--- src/hdl/s5cr_pkg.sv ---
// ----------------------------------------------------------------------------
// SOCKS5 request parser package
// Phase and event codes, protocol constants and the request and response
// payload types shared by the parser modules.
// ----------------------------------------------------------------------------
package s5cr_pkg;

   typedef enum logic [3:0] {
      PH_GREET_VER = 4'd0,
      PH_GREET_CNT = 4'd1,
      PH_METHODS   = 4'd2,
      PH_REQ_VER   = 4'd3,
      PH_REQ_CMD   = 4'd4,
      PH_REQ_RSV   = 4'd5,
      PH_REQ_ATYP  = 4'd6,
      PH_DOM_LEN   = 4'd7,
      PH_ADDR      = 4'd8,
      PH_PORT_HI   = 4'd9,
      PH_PORT_LO   = 4'd10,
      PH_DONE      = 4'd11
   } phase_type;

   typedef enum logic [3:0] {
      EV_CONSUMED  = 4'd0,
      EV_METHOD_OK = 4'd1,
      EV_NO_METHOD = 4'd2,
      EV_DONE      = 4'd3,
      EV_PROTO_ERR = 4'd4,
      EV_BAD_CMD   = 4'd5,
      EV_BAD_ATYP  = 4'd6,
      EV_PORT_ZERO = 4'd7,
      EV_IGNORED   = 4'd8
   } event_type;

   typedef enum logic [1:0] {
      KIND_IPV4   = 2'd0,
      KIND_DOMAIN = 2'd1,
      KIND_IPV6   = 2'd2
   } addr_kind_type;

   localparam logic [7:0] SOCKS_VERSION  = 8'h05;
   localparam logic [7:0] METHOD_NO_AUTH = 8'h00;
   localparam logic [7:0] METHOD_NONE    = 8'hFF;
   localparam logic [7:0] CMD_CONNECT    = 8'h01;
   localparam logic [7:0] RESERVED_BYTE  = 8'h00;
   localparam logic [7:0] ATYP_IPV4      = 8'h01;
   localparam logic [7:0] ATYP_DOMAIN    = 8'h03;
   localparam logic [7:0] ATYP_IPV6      = 8'h04;
   localparam logic [7:0] REP_GENERAL    = 8'h01;
   localparam logic [7:0] REP_BAD_CMD    = 8'h07;
   localparam logic [7:0] REP_BAD_ATYP   = 8'h08;
   localparam logic [7:0] IPV4_LEN       = 8'd4;
   localparam logic [7:0] IPV6_LEN       = 8'd16;

   typedef struct packed {
      logic [7:0] data_byte;
      logic       new_session;
      logic       peer_closed;
   } req_type;

   typedef struct packed {
      event_type     event_res;
      logic [7:0]    reply_code;
      logic          target_valid;
      logic [7:0]    target_byte;
      addr_kind_type address_type;
      logic [15:0]   target_port;
   } rsp_type;

endpackage

--- src/hdl/s5cr_if.sv ---
// ----------------------------------------------------------------------------
// SOCKS5 request parser channels
// Valid/ready channels for client bytes in and parse results out.
// ----------------------------------------------------------------------------
interface s5cr_req_if;
   logic       valid;
   logic       ready;
   logic [7:0] data_byte;
   logic       new_session;
   logic       peer_closed;

   modport source (output valid, output data_byte, output new_session,
                   output peer_closed, input ready);
   modport sink (input valid, input data_byte, input new_session,
                 input peer_closed, output ready);
endinterface

interface s5cr_rsp_if;
   logic        valid;
   logic        ready;
   logic [3:0]  event_res;
   logic [7:0]  reply_code;
   logic        target_valid;
   logic [7:0]  target_byte;
   logic [1:0]  address_type;
   logic [15:0] target_port;

   modport source (output valid, output event_res, output reply_code,
                   output target_valid, output target_byte, output address_type,
                   output target_port, input ready);
   modport sink (input valid, input event_res, input reply_code,
                 input target_valid, input target_byte, input address_type,
                 input target_port, output ready);
endinterface

--- src/hdl/s5cr_in_stage.sv ---
// ----------------------------------------------------------------------------
// SOCKS5 request parser input register
// Captures one client byte per cycle while it is empty or its byte moves on,
// and holds it until the parser advances.
module s5cr_in_stage
   import s5cr_pkg::*;
(
   input  logic        clock,
   input  logic        reset,
   s5cr_req_if.sink    req_if,
   input  logic        advance,
   output logic        item_valid,
   output req_type     item
);

   logic    valid_ff;
   logic    valid_in;
   req_type item_ff;
   logic    load;

   // The register can take a new byte when empty or when its byte moves on.
   assign req_if.ready = !valid_ff || advance;
   assign load         = req_if.valid && req_if.ready;

   always_comb begin
      valid_in = valid_ff;
      if (req_if.ready) begin
         valid_in = req_if.valid;
      end
   end

   always_ff @(posedge clock) begin
      if (reset) begin
         valid_ff <= 1'b0;
      end else begin
         valid_ff <= valid_in;
      end
   end

   always_ff @(posedge clock) begin
      if (load) begin
         item_ff.data_byte   <= req_if.data_byte;
         item_ff.new_session <= req_if.new_session;
         item_ff.peer_closed <= req_if.peer_closed;
      end
   end

   assign item_valid = valid_ff;
   assign item       = item_ff;

endmodule

--- src/hdl/s5cr_core.sv ---
// ----------------------------------------------------------------------------
// SOCKS5 request parser phase machine
// Holds the handshake state and works out the result of one client byte.
// ----------------------------------------------------------------------------
module s5cr_core
   import s5cr_pkg::*;
(
   input  logic    clock,
   input  logic    reset,
   input  logic    advance,
   input  req_type item,
   output rsp_type result
);

   phase_type     phase_ff,        phase_in;
   logic [7:0]    bytes_left_ff,   bytes_left_in;
   logic          no_auth_ff,      no_auth_in;
   logic          header_bad_ff,   header_bad_in;
   logic          command_bad_ff,  command_bad_in;
   addr_kind_type kind_ff,         kind_in;
   logic          zero_dom_ff,     zero_dom_in;
   logic [7:0]    port_high_ff,    port_high_in;

   // State as seen by this byte: a new session starts from the reset values.
   phase_type     cur_phase;
   logic [7:0]    cur_bytes_left;
   logic          cur_no_auth;
   logic          cur_header_bad;
   logic          cur_command_bad;
   addr_kind_type cur_kind;
   logic          cur_zero_dom;
   logic [7:0]    cur_port_high;

   always_comb begin
      if (item.new_session) begin
         cur_phase       = PH_GREET_VER;
         cur_bytes_left  = 8'd0;
         cur_no_auth     = 1'b0;
         cur_header_bad  = 1'b0;
         cur_command_bad = 1'b0;
         cur_kind        = KIND_IPV4;
         cur_zero_dom    = 1'b0;
         cur_port_high   = 8'd0;
      end else begin
         cur_phase       = phase_ff;
         cur_bytes_left  = bytes_left_ff;
         cur_no_auth     = no_auth_ff;
         cur_header_bad  = header_bad_ff;
         cur_command_bad = command_bad_ff;
         cur_kind        = kind_ff;
         cur_zero_dom    = zero_dom_ff;
         cur_port_high   = port_high_ff;
      end
   end

   always_comb begin
      logic [7:0]  b;
      logic [7:0]  count_dec;
      logic        no_auth_now;
      logic        zero_now;
      logic [15:0] port_word;
      event_type   ev;
      logic [7:0]  reply;
      logic        tvalid;
      logic [7:0]  tbyte;

      b           = item.data_byte;
      count_dec   = cur_bytes_left - 8'd1;
      no_auth_now = cur_no_auth || (b == METHOD_NO_AUTH);
      zero_now    = cur_zero_dom || ((cur_kind == KIND_DOMAIN) && (b == 8'd0));
      port_word   = {cur_port_high, b};
      ev          = EV_CONSUMED;
      reply       = 8'd0;
      tvalid      = 1'b0;
      tbyte       = 8'd0;

      phase_in       = cur_phase;
      bytes_left_in  = cur_bytes_left;
      no_auth_in     = cur_no_auth;
      header_bad_in  = cur_header_bad;
      command_bad_in = cur_command_bad;
      kind_in        = cur_kind;
      zero_dom_in    = cur_zero_dom;
      port_high_in   = cur_port_high;

      if (cur_phase >= PH_DONE) begin
         ev = EV_IGNORED;
      end else if (item.peer_closed) begin
         ev       = EV_PROTO_ERR;
         phase_in = PH_DONE;
      end else begin
         unique case (cur_phase)
            PH_GREET_VER: begin
               header_bad_in = (b != SOCKS_VERSION);
               phase_in      = PH_GREET_CNT;
            end
            PH_GREET_CNT: begin
               if (cur_header_bad || (b == 8'd0)) begin
                  ev       = EV_PROTO_ERR;
                  phase_in = PH_DONE;
               end else begin
                  bytes_left_in = b;
                  no_auth_in    = 1'b0;
                  phase_in      = PH_METHODS;
               end
            end
            PH_METHODS: begin
               no_auth_in    = no_auth_now;
               bytes_left_in = count_dec;
               if (count_dec == 8'd0) begin
                  if (no_auth_now) begin
                     ev       = EV_METHOD_OK;
                     reply    = METHOD_NO_AUTH;
                     phase_in = PH_REQ_VER;
                  end else begin
                     ev       = EV_NO_METHOD;
                     reply    = METHOD_NONE;
                     phase_in = PH_DONE;
                  end
               end
            end
            PH_REQ_VER: begin
               header_bad_in = (b != SOCKS_VERSION);
               phase_in      = PH_REQ_CMD;
            end
            PH_REQ_CMD: begin
               command_bad_in = (b != CMD_CONNECT);
               phase_in       = PH_REQ_RSV;
            end
            PH_REQ_RSV: begin
               header_bad_in = cur_header_bad || (b != RESERVED_BYTE);
               phase_in      = PH_REQ_ATYP;
            end
            PH_REQ_ATYP: begin
               // Header faults outrank a bad command, which outranks the type.
               if (cur_header_bad) begin
                  ev       = EV_PROTO_ERR;
                  phase_in = PH_DONE;
               end else if (cur_command_bad) begin
                  ev       = EV_BAD_CMD;
                  reply    = REP_BAD_CMD;
                  phase_in = PH_DONE;
               end else if (b == ATYP_IPV4) begin
                  kind_in       = KIND_IPV4;
                  bytes_left_in = IPV4_LEN;
                  zero_dom_in   = 1'b0;
                  phase_in      = PH_ADDR;
               end else if (b == ATYP_IPV6) begin
                  kind_in       = KIND_IPV6;
                  bytes_left_in = IPV6_LEN;
                  zero_dom_in   = 1'b0;
                  phase_in      = PH_ADDR;
               end else if (b == ATYP_DOMAIN) begin
                  kind_in  = KIND_DOMAIN;
                  phase_in = PH_DOM_LEN;
               end else begin
                  ev       = EV_BAD_ATYP;
                  reply    = REP_BAD_ATYP;
                  phase_in = PH_DONE;
               end
            end
            PH_DOM_LEN: begin
               if (b == 8'd0) begin
                  ev       = EV_PROTO_ERR;
                  phase_in = PH_DONE;
               end else begin
                  bytes_left_in = b;
                  zero_dom_in   = 1'b0;
                  phase_in      = PH_ADDR;
               end
            end
            PH_ADDR: begin
               tvalid        = 1'b1;
               tbyte         = b;
               zero_dom_in   = zero_now;
               bytes_left_in = count_dec;
               if (count_dec == 8'd0) begin
                  if (zero_now) begin
                     ev       = EV_PROTO_ERR;
                     phase_in = PH_DONE;
                  end else begin
                     phase_in = PH_PORT_HI;
                  end
               end
            end
            PH_PORT_HI: begin
               port_high_in = b;
               phase_in     = PH_PORT_LO;
            end
            PH_PORT_LO: begin
               if (port_word == 16'd0) begin
                  ev    = EV_PORT_ZERO;
                  reply = REP_GENERAL;
               end else begin
                  ev = EV_DONE;
               end
               phase_in = PH_DONE;
            end
            default: begin
               ev = EV_IGNORED;
            end
         endcase
      end

      result.event_res    = ev;
      result.reply_code   = reply;
      result.target_valid = tvalid;
      result.target_byte  = tbyte;
      result.address_type = kind_in;
      result.target_port  = (ev == EV_DONE) ? port_word : 16'd0;
   end

   always_ff @(posedge clock) begin
      if (reset) begin
         phase_ff       <= PH_GREET_VER;
         bytes_left_ff  <= 8'd0;
         no_auth_ff     <= 1'b0;
         header_bad_ff  <= 1'b0;
         command_bad_ff <= 1'b0;
         kind_ff        <= KIND_IPV4;
         zero_dom_ff    <= 1'b0;
         port_high_ff   <= 8'd0;
      end else if (advance) begin
         phase_ff       <= phase_in;
         bytes_left_ff  <= bytes_left_in;
         no_auth_ff     <= no_auth_in;
         header_bad_ff  <= header_bad_in;
         command_bad_ff <= command_bad_in;
         kind_ff        <= kind_in;
         zero_dom_ff    <= zero_dom_in;
         port_high_ff   <= port_high_in;
      end
   end

endmodule

--- src/hdl/s5cr_out_stage.sv ---
// ----------------------------------------------------------------------------
// SOCKS5 request parser result register
// Holds one parse result until the consumer takes it and decides when the
// parser may advance.
// ----------------------------------------------------------------------------
module s5cr_out_stage
   import s5cr_pkg::*;
(
   input  logic        clock,
   input  logic        reset,
   input  logic        item_valid,
   input  rsp_type     result,
   output logic        advance,
   s5cr_rsp_if.source  rsp_if
);

   logic    valid_ff;
   logic    valid_in;
   rsp_type result_ff;

   // A byte moves on when the result register is empty or being drained.
   assign advance = item_valid && (!valid_ff || rsp_if.ready);

   always_comb begin
      valid_in = valid_ff;
      if (advance) begin
         valid_in = 1'b1;
      end else if (rsp_if.ready) begin
         valid_in = 1'b0;
      end
   end

   always_ff @(posedge clock) begin
      if (reset) begin
         valid_ff <= 1'b0;
      end else begin
         valid_ff <= valid_in;
      end
   end

   always_ff @(posedge clock) begin
      if (advance) begin
         result_ff <= result;
      end
   end

   assign rsp_if.valid        = valid_ff;
   assign rsp_if.event_res    = result_ff.event_res;
   assign rsp_if.reply_code   = result_ff.reply_code;
   assign rsp_if.target_valid = result_ff.target_valid;
   assign rsp_if.target_byte  = result_ff.target_byte;
   assign rsp_if.address_type = result_ff.address_type;
   assign rsp_if.target_port  = result_ff.target_port;

endmodule

--- src/hdl/socks5_connect_request_parser.sv ---
// ----------------------------------------------------------------------------
// SOCKS5 connect request parser
// Server-side SOCKS5 handshake parser that consumes one client byte per
// request and returns one parse result per byte.
// ----------------------------------------------------------------------------
//
//   Channel   Direction  Handshake      Carries
//   req_if    in         valid/ready    data_byte, new_session, peer_closed
//   rsp_if    out        valid/ready    event_res, reply_code, target_valid,
//                                       target_byte, address_type, target_port
//
// One request is taken every cycle while results are being drained. Each
// request is loaded into the input register when it is accepted, and its
// result into the result register when the byte moves on; the result is shown
// from there. The phase registers close a loop through the phase machine,
// which sets the rate at one byte per cycle while the result register can
// take it. Reset is synchronous and returns the parser to the greeting
// version byte with both registers empty. When the result register is held
// by a stalled consumer, the byte in the input register waits, and
// req_if.ready drops once that register is also full.
//
// The parser walks the greeting, the method list, the four request header
// bytes, the target address (IPv4, IPv6 or domain) and the two port bytes.
// Target bytes are forwarded as they arrive. A final event (no acceptable
// method, request done, or any failure) parks the parser until a request
// with new_session set, which restarts it before that byte is looked at.
// ----------------------------------------------------------------------------
module socks5_connect_request_parser
   import s5cr_pkg::*;
(
   input  logic        clock,
   input  logic        reset,
   s5cr_req_if.sink    req_if,
   s5cr_rsp_if.source  rsp_if
);

   logic    item_valid;
   req_type item;
   rsp_type result;
   logic    advance;

   // Input register: holds the next client byte.
   s5cr_in_stage u_in_stage (
      .clock      (clock),
      .reset      (reset),
      .req_if     (req_if),
      .advance    (advance),
      .item_valid (item_valid),
      .item       (item)
   );

   // Phase machine: the state update and the result for the held byte.
   // It commits its state only on a cycle in which the byte moves on.
   s5cr_core u_core (
      .clock   (clock),
      .reset   (reset),
      .advance (advance),
      .item    (item),
      .result  (result)
   );

   // Result register: parts the parser from a stalling consumer.
   s5cr_out_stage u_out_stage (
      .clock      (clock),
      .reset      (reset),
      .item_valid (item_valid),
      .result     (result),
      .advance    (advance),
      .rsp_if     (rsp_if)
   );

endmodule

--- src/flat_wrapper.sv ---
// flat-port wrapper written by rule: the top's interface ports become plain ports
module socks5_connect_request_parser_flat import s5cr_pkg::*;
  (clock, reset, req_if_valid, req_if_data_byte, req_if_new_session, req_if_peer_closed, req_if_ready, rsp_if_valid, rsp_if_event_res, rsp_if_reply_code, rsp_if_target_valid, rsp_if_target_byte, rsp_if_address_type, rsp_if_target_port, rsp_if_ready);
  s5cr_req_if req_if_i ();
  s5cr_rsp_if rsp_if_i ();
  input  logic clock;
  input  logic reset;
  input wire logic [$bits(req_if_i.valid)-1:0] req_if_valid;
  input wire logic [$bits(req_if_i.data_byte)-1:0] req_if_data_byte;
  input wire logic [$bits(req_if_i.new_session)-1:0] req_if_new_session;
  input wire logic [$bits(req_if_i.peer_closed)-1:0] req_if_peer_closed;
  output wire logic [$bits(req_if_i.ready)-1:0] req_if_ready;
  output wire logic [$bits(rsp_if_i.valid)-1:0] rsp_if_valid;
  output wire logic [$bits(rsp_if_i.event_res)-1:0] rsp_if_event_res;
  output wire logic [$bits(rsp_if_i.reply_code)-1:0] rsp_if_reply_code;
  output wire logic [$bits(rsp_if_i.target_valid)-1:0] rsp_if_target_valid;
  output wire logic [$bits(rsp_if_i.target_byte)-1:0] rsp_if_target_byte;
  output wire logic [$bits(rsp_if_i.address_type)-1:0] rsp_if_address_type;
  output wire logic [$bits(rsp_if_i.target_port)-1:0] rsp_if_target_port;
  input wire logic [$bits(rsp_if_i.ready)-1:0] rsp_if_ready;
  assign req_if_i.valid = req_if_valid;
  assign req_if_i.data_byte = req_if_data_byte;
  assign req_if_i.new_session = req_if_new_session;
  assign req_if_i.peer_closed = req_if_peer_closed;
  assign req_if_ready = req_if_i.ready;
  assign rsp_if_valid = rsp_if_i.valid;
  assign rsp_if_event_res = rsp_if_i.event_res;
  assign rsp_if_reply_code = rsp_if_i.reply_code;
  assign rsp_if_target_valid = rsp_if_i.target_valid;
  assign rsp_if_target_byte = rsp_if_i.target_byte;
  assign rsp_if_address_type = rsp_if_i.address_type;
  assign rsp_if_target_port = rsp_if_i.target_port;
  assign rsp_if_i.ready = rsp_if_ready;
  socks5_connect_request_parser u_core (.clock(clock), .reset(reset), .req_if(req_if_i), .rsp_if(rsp_if_i));
endmodule
--- config.mk ---
export PLATFORM = sky130hd
export DESIGN_NAME = socks5_connect_request_parser_flat
export DESIGN_NICKNAME = d
export VERILOG_FILES = /design/src/hdl/s5cr_pkg.sv /design/src/hdl/s5cr_if.sv /design/src/hdl/s5cr_in_stage.sv /design/src/hdl/s5cr_core.sv /design/src/hdl/s5cr_out_stage.sv /design/src/hdl/socks5_connect_request_parser.sv /design/src/flat_wrapper.sv
export SDC_FILE = /design/constraint.sdc
export NUM_CORES = 1
export LEC_CHECK = 0
export BUFFER_PORTS_ARGS = -buffer_cell sky130_fd_sc_hd__buf_2
export CAP_MARGIN = 20
export CORE_UTILIZATION = 52
export CTS_CLUSTER_DIAMETER = 50
export DETAILED_ROUTE_END_ITERATION = 10
export PLACE_DENSITY_LB_ADDON = 0.08
export SYNTH_ARGS = -nofsm -noshare
export SYNTH_HDL_FRONTEND = slang
export SYNTH_SLANG_ARGS = --single-unit
--- constraint.sdc ---
create_clock -name clock -period 2.7 [get_ports clock]
set_input_delay 0.27 -clock clock [delete_from_list [all_inputs] [get_ports clock]]
set_output_delay 0.27 -clock clock [all_outputs]
set_load 0.1 [all_outputs]
# Word-level counts from Yosys, hierarchy flattened

Cells that the tools add are included.

Add/subtract/negate cells: 1
Equality and inequality tests: 17
Bitwise gates (word level): 1
Muxes and demuxes: 87
$lt $le $gt $ge: 1
Reduce and logical (&&, ||, !) cells: 22

Operators with widths:

| operator                                                              | number |
|---|---|
| 8-bit 2-to-1 mux                                                      | 15 |
| 4-bit 2-to-1 mux                                                      | 19 |
| 4-bit one-hot mux with 11 select lines                                | 1 |
| 8-bit one-hot mux with 4 select lines                                 | 1 |
| 3-bit 2-to-1 mux                                                      | 10 |
| 4-bit one-hot mux with 7 select lines                                 | 1 |
| 2-bit 2-to-1 mux                                                      | 13 |
| 8-bit one-hot mux with 3 select lines                                 | 1 |
| 1-bit 2-to-1 mux                                                      | 23 |
| 4-bit by 3-bit equality test with 1-bit output, second input constant | 4 |
| 16-bit zero test                                                      | 1 |
| 8-bit zero test                                                       | 2 |
| 4-bit by 2-bit equality test with 1-bit output, second input constant | 3 |
| 4-bit equality test, second input constant                            | 3 |
| 8-bit by 1-bit equality test with 1-bit output, second input constant | 1 |
| 8-bit by 2-bit equality test with 1-bit output, second input constant | 1 |
| 8-bit by 3-bit equality test with 1-bit output, second input constant | 1 |
| 8-bit by 1-bit != test with 1-bit output, second input constant       | 1 |
| 8-bit by 3-bit != test with 1-bit output, second input constant       | 1 |
| 8-bit nonzero test                                                    | 1 |
| 8-bit by 1-bit subtractor with 8-bit output, second input constant    | 1 |
| 1-bit logical OR                                                      | 6 |
| 2-bit OR reduction                                                    | 3 |
| 5-bit OR reduction                                                    | 1 |
| 11 further kinds                                                      | 15 |

Flip-flop bits (word level): 77
Input bits: 14
Output and inout bits: 41
Logic and storage cells: 148

# Longest topological paths before layout

Depth in word-level cells: 10
Mapped depth: 12
Depth with buffers taken out: 9

# By module

Synthesis repeated with hierarchy kept, for this count alone.

Cells, all modules: 409
Area, all modules: 3,977.6 um^2

Modules (own cells, without submodules):

| module         | times used | area an instance (um^2) | cells each | seq. area each (um^2) |
|---|---|---|---|---|
| s5cr_core      | 1          | 2,396.0                 | 350        | 520.5 |
| s5cr_out_stage | 1          | 1,226.2                 | 44         | 1,191.1 |
| s5cr_in_stage  | 1          | 355.3                   | 15         | 320.3 |

# Worst setup path after synthesis

OpenSTA, ideal clock, no wires.

Path type: reg-to-reg
Start point: register u_core.u_out_stage.valid_ff, in the netlist u_core.u_out_stage.rsp_if.valid
End point: register u_core.u_core.command_bad_ff
Clock period less this slack: 3,261 ps
Required time: 2,572 ps
Data arrival time: 3,133 ps
Path buffers: 2
Stages on the path, launching flop included: 9
Library setup time: 128 ps
Path slack: -561 ps
Cells stage by stage: dfxtp_1 nor2b_1 nand2b_1 inv_2 clkbuf_1 clkbuf_1 o21ai_0 a32oi_1 nor2_1

Longest elaborated chain between the ends: 3

RTL lines:

| element                  | line                                | RTL |
|---|---|---|
| start: declaration       | s5cr_out_stage.sv:17                | `logic valid_ff;` |
| start signal: assignment | s5cr_out_stage.sv:37                | `valid_ff <= valid_in;` |
| 1-bit zero test          | s5cr_out_stage.sv:22                | `assign advance = item_valid && (!valid_ff \|\| rsp_if.ready);` |
| 1-bit logical OR         | s5cr_out_stage.sv:22                |  |
| 1-bit logical AND        | s5cr_out_stage.sv:22                |  |
| net u_core.advance       | socks5_connect_request_parser.sv:40 | `logic advance;` |
| end signal: assignment   | s5cr_core.sv:228                    | `command_bad_ff <= command_bad_in;` |
| end: declaration         | s5cr_core.sv:19                     | `logic command_bad_ff, command_bad_in;` |

The timed path passes the listed nets, and every way through them passes these cells.
A chain may end at the register's enable or synchronous reset.

# Worst setup path after layout

Start point: register u_core.u_in_stage.item_ff, in the netlist u_core.u_in_stage.item[1]
End point: register u_core.u_out_stage.result_ff, in the netlist u_core.u_out_stage.rsp_if.target_port[0], data pin

Longest elaborated chain between the ends: 10
Elaborated cells on any way between the ends: 41
Classes of those cells: 1 x add/sub; 1 x order compare; 12 x eq/ne; 19 x mux; 8 x reduce/logical

RTL lines:

| element                                                                             | line                 | RTL |
|---|---|---|
| start: declaration                                                                  | s5cr_in_stage.sv:18  | `req_type item_ff;` |
| branches (longest 8 deep; another with 8-bit by 1-bit subtractor with 8-bit output) | n/a                  |  |
| 4-bit 2-to-1 mux (*)                                                                | s5cr_core.sv:86      | `if (cur_phase >= PH_DONE) begin` |
| 4-bit by 2-bit equality test with 1-bit output (*)                                  | s5cr_core.sv:210     | `result.target_port = (ev == EV_DONE) ? port_word : 16'd0;` |
| end signal: assignment                                                              | s5cr_out_stage.sv:43 | `result_ff <= result;` |
| end: declaration                                                                    | s5cr_out_stage.sv:19 | `rsp_type result_ff;` |

Mark *: on every way between the ends.

==> impl_metrics.xml <==
<?xml version="1.0" encoding="UTF-8"?>
<metrics>
  <group name="run_status">
    <metric name="run_status" unit="">complete, no violations</metric>
  </group>
  <group name="routing">
    <metric name="wl" unit="um">9530</metric>
    <metric name="routed_wire_length_per_instance" unit="um">17.9</metric>
    <metric name="ant_nets" unit="">0</metric>
    <metric name="number_of_vias_per_cell" unit="">6.01</metric>
    <metric name="drt_iter0_markers" unit="">315</metric>
    <metric name="detailedRoute.firstPassIterationCount" unit="">5</metric>
    <metric name="routed-via-count" unit="">3191</metric>
    <metric name="drc" unit="">0</metric>
  </group>
  <group name="clock_tree">
    <metric name="cts-hold-fix-buffers" unit="">0</metric>
    <metric name="clock_tree.htree_level_count" unit="">3</metric>
    <metric name="insertion_delay" unit="ns">0.35</metric>
    <metric name="clock_slew_at_the_register_clock_pins_of_the_worst_setup_and_hold_paths" unit="ns">0.08</metric>
    <metric name="clock-root-buffer" unit="">clkbuf_8</metric>
    <metric name="cts_inserted_buffers" unit="">9</metric>
    <metric name="clock_sink_count" unit="">73</metric>
    <metric name="cts_setup_buffers" unit="">0</metric>
    <metric name="cts_tree" unit="">done</metric>
    <metric name="cts_resized" unit="">0</metric>
    <metric name="max-clock-path-buffers" unit="">2</metric>
  </group>
  <group name="die">
    <metric name="dieHeight" unit="um">87.0</metric>
    <metric name="io-pin-count" unit="">55</metric>
    <metric name="floorplan.initialDensity" unit="%">54.7</metric>
    <metric name="core" unit="mm2">0.00687</metric>
    <metric name="floorplan.rows" unit="">30</metric>
    <metric name="dieWidth" unit="um">87.0</metric>
    <metric name="die_area" unit="mm2">0.00757</metric>
  </group>
  <group name="synth">
    <metric name="synth_area_per_cell" unit="um2">10.2</metric>
    <metric name="ys_dominant_reg_cell" unit="">edfxtp_1</metric>
    <metric name="synthesized_net_count" unit="">384</metric>
    <metric name="yosysSeqAreaShare" unit="%">50.9</metric>
    <metric name="count_of_cell_types_in_the_netlist" unit="">70</metric>
    <metric name="ys_top_cells_by_area" unit="">edfxtp_1 36%, dfxtp_1 15%, and2_1 4.0%, nor2_1 3.4%, a21oi_1 3.2%</metric>
    <metric name="synth_cell_area" unit="mm2">0.00376</metric>
    <metric name="synth-async-reset-ratio" unit="%">0</metric>
    <metric name="synth.top_cell.area_share" unit="%">36.0</metric>
    <metric name="synth_enable_flop_cells" unit="">45</metric>
    <metric name="synth_cells" unit="">368</metric>
    <metric name="synth-seq-cells" unit="">73</metric>
    <metric name="synth_most_common_cell" unit="">edfxtp_1</metric>
    <metric name="synthesis.yosys.warnings" unit="">0</metric>
    <metric name="yosys-top-cells-count" unit="">45 x edfxtp_1, 34 x nor2_1, 28 x dfxtp_1</metric>
    <metric name="synth_top_area_cell" unit="">edfxtp_1</metric>
  </group>
  <group name="place">
    <metric name="gp_congestion" unit="">0.899</metric>
    <metric name="detailed_place_hpwl" unit="um">6840</metric>
    <metric name="io_buffers" unit="">54</metric>
    <metric name="placedInstanceArea" unit="mm2">0.00418</metric>
    <metric name="placedCellCount" unit="">515</metric>
  </group>
  <group name="global_route">
    <metric name="grt_start_max_net_pins" unit="">56</metric>
    <metric name="grtUsageTotal" unit="%">26.3</metric>
    <metric name="first_pass_grt_wire_length" unit="um">14900</metric>
    <metric name="antenna_found_initial" unit="">0</metric>
    <metric name="overflow" unit="">0</metric>
    <metric name="grt_pass1_vias" unit="">2898</metric>
  </group>
  <group name="setup_path">
    <metric name="arrival" unit="ns">2.62</metric>
    <metric name="timing.critical_path.to_type" unit="">flip-flop</metric>
    <metric name="critical_path_peak_fanout" unit="">16</metric>
    <metric name="setup.worst_path.class" unit="">flip-flop to flip-flop</metric>
    <metric name="timing.rr.start" unit="">u_core.u_in_stage.item[1]</metric>
    <metric name="startpoint_type" unit="">flip-flop</metric>
    <metric name="critical_path_launch_point" unit="">u_core.u_in_stage.item[1]</metric>
    <metric name="worst-endpoint-required" unit="ns">2.80</metric>
  </group>
  <group name="final_layout">
    <metric name="final_design_area_no_fill" unit="mm2">0.00436</metric>
    <metric name="layoutNonFillerInstCount" unit="">531</metric>
    <metric name="share_of_cells_above_drive_strength_1" unit="%">24.8</metric>
    <metric name="synthToLayoutAreaGrowth" unit="%">16.0</metric>
    <metric name="sequential_cell_area" unit="mm2">0.00191</metric>
    <metric name="multi_input_comb_area" unit="mm2">0.00167</metric>
    <metric name="fillers" unit="">601</metric>
    <metric name="antenna_cells" unit="">0</metric>
    <metric name="final_nets" unit="">446</metric>
    <metric name="fin_util" unit="%">63.4</metric>
  </group>
  <group name="flow_run">
    <metric name="maxCapViolations" unit="">0</metric>
  </group>
  <group name="min_path">
    <metric name="min-delay-start" unit="">req_if_data_byte[0]</metric>
    <metric name="holdCritPathClass" unit="">input pin to flip-flop</metric>
  </group>
  <group name="sta">
    <metric name="highest_clock_frequency_the_design_can_meet" unit="MHz">396</metric>
    <metric name="grt_setup_unrepaired" unit="">false</metric>
    <metric name="timing.setup.tns" unit="ns">0</metric>
    <metric name="final.min_clock_period" unit="ns">2.52</metric>
    <metric name="report.final.setup_viol" unit="">0</metric>
    <metric name="final_min_period_over_clock_period" unit="%">93.4</metric>
    <metric name="worst_slew_margin_rel" unit="%">49.6</metric>
    <metric name="finalClockSkew" unit="ns">0.0137</metric>
    <metric name="max_slew.worst_pin.slew" unit="ns">0.753</metric>
    <metric name="drv_slew" unit="">0</metric>
    <metric name="hold_violations" unit="">0</metric>
    <metric name="hold_ws" unit="ns">0.0940</metric>
  </group>
  <group name="pwr">
    <metric name="vdd_drop_max" unit="mV">0.278</metric>
    <metric name="static-leakage-power" unit="nW">1.60</metric>
    <metric name="power_per_cell_area" unit="mW/mm2">562</metric>
  </group>
</metrics>
==> critical path: stages (launching register included) <==
cell	delay [ns]
edfxtp_1	0.36
inv_2	0.05
nand2_1	0.10
ha_1	0.25
nor4bb_1	0.29
a21oi_1	0.07
or3_4	0.40
nor4_2	0.29
nor4b_4	0.09
buf_4	0.20
and2_1	0.17
==> registers in the layout (all words and copies together), names as in the netlist, 2 cells and up <==
register	count
u_core.u_core.phase_ff	4
u_core.u_core.port_high_ff	8
u_core.u_out_stage.rsp_if.reply_code	4
u_core.u_out_stage.rsp_if.address_type	2
u_core.u_out_stage.rsp_if.target_port	16
u_core.u_in_stage.item	10
u_core.u_core.bytes_left_ff	8
u_core.u_out_stage.rsp_if.event_res	4
u_core.u_out_stage.rsp_if.target_byte	8
u_core.u_core.kind_ff	2
==> worst paths after layout <==
path / end / slack [ns] / depth (start not counted)
setup / recovery: u_core.u_out_stage.rsp_if.target_port[0] / 0.18 / 10
hold / removal: u_core.u_in_stage.item[2] / 0.09 / 1
setup reg to reg: u_core.u_out_stage.rsp_if.target_port[0] / 0.18 / 10
hold reg to reg: u_core.u_core.bytes_left_ff[5] / 0.50 / 1
==> area by class of cell <==
type | count | share of cell area [%]
well taps | 96 | 2.76
clock inverters | 5 | 0.890
clock buffers | 11 | 3.24
flip-flops and latches | 73 | 43.9
inverters | 13 | 1.12
multi-input cells | 260 | 38.4
repair buffers | 73 | 9.76
==> metrics by stage <==
step | setup WS (ns) | power (mW)
floorplan | 0.0228 | 1.59
global placement | 0.249 | 1.68
detailed placement | 0.193 | 1.68
CTS | 0.182 | 2.46
global route | 0.00929 | 2.53
finish | 0.177 | 2.45
==> power by group <==
group	switching (mW)	internal, mW
clock	0.429	0.364
combinational	0.308	0.0958
sequential	0.0336	1.22
==> routing by layer <==
layer  global-route usage [%]  share of wire, %  up-vias
met3                     4.93               7.2       21
met4                     11.2               2.1        0
met5                        0                 0        -
li1                         -                 -     1503
met2                     41.2                46      151
met1                     35.7                44     1516
==> logic make-up after synthesis <==
group	Yosys count	share of synthesized area, %
buffers and inverters	35	4.63
adders and majority gates	2	0.666
and+or+nand+nor	152	24.0
AOI/OAI and AO/OA	99	18.2
xor gates and xnor gates	7	1.63
DFF	73	50.9
==> cell usage in the layout, fill, tap and decap left out, types with 13 or more instances in the layout <==
master	synthesis	final
buf_2	4	54
nand2_1	19	19
a21oi_1	24	24
nor2_1	34	34
dfxtp_1	28	28
nor3_1	13	13
edfxtp_1	45	45
a22oi_1	13	13
buf_4	4	18
and2_1	24	24
No activity file was read; power rests on OpenSTA's default activity.
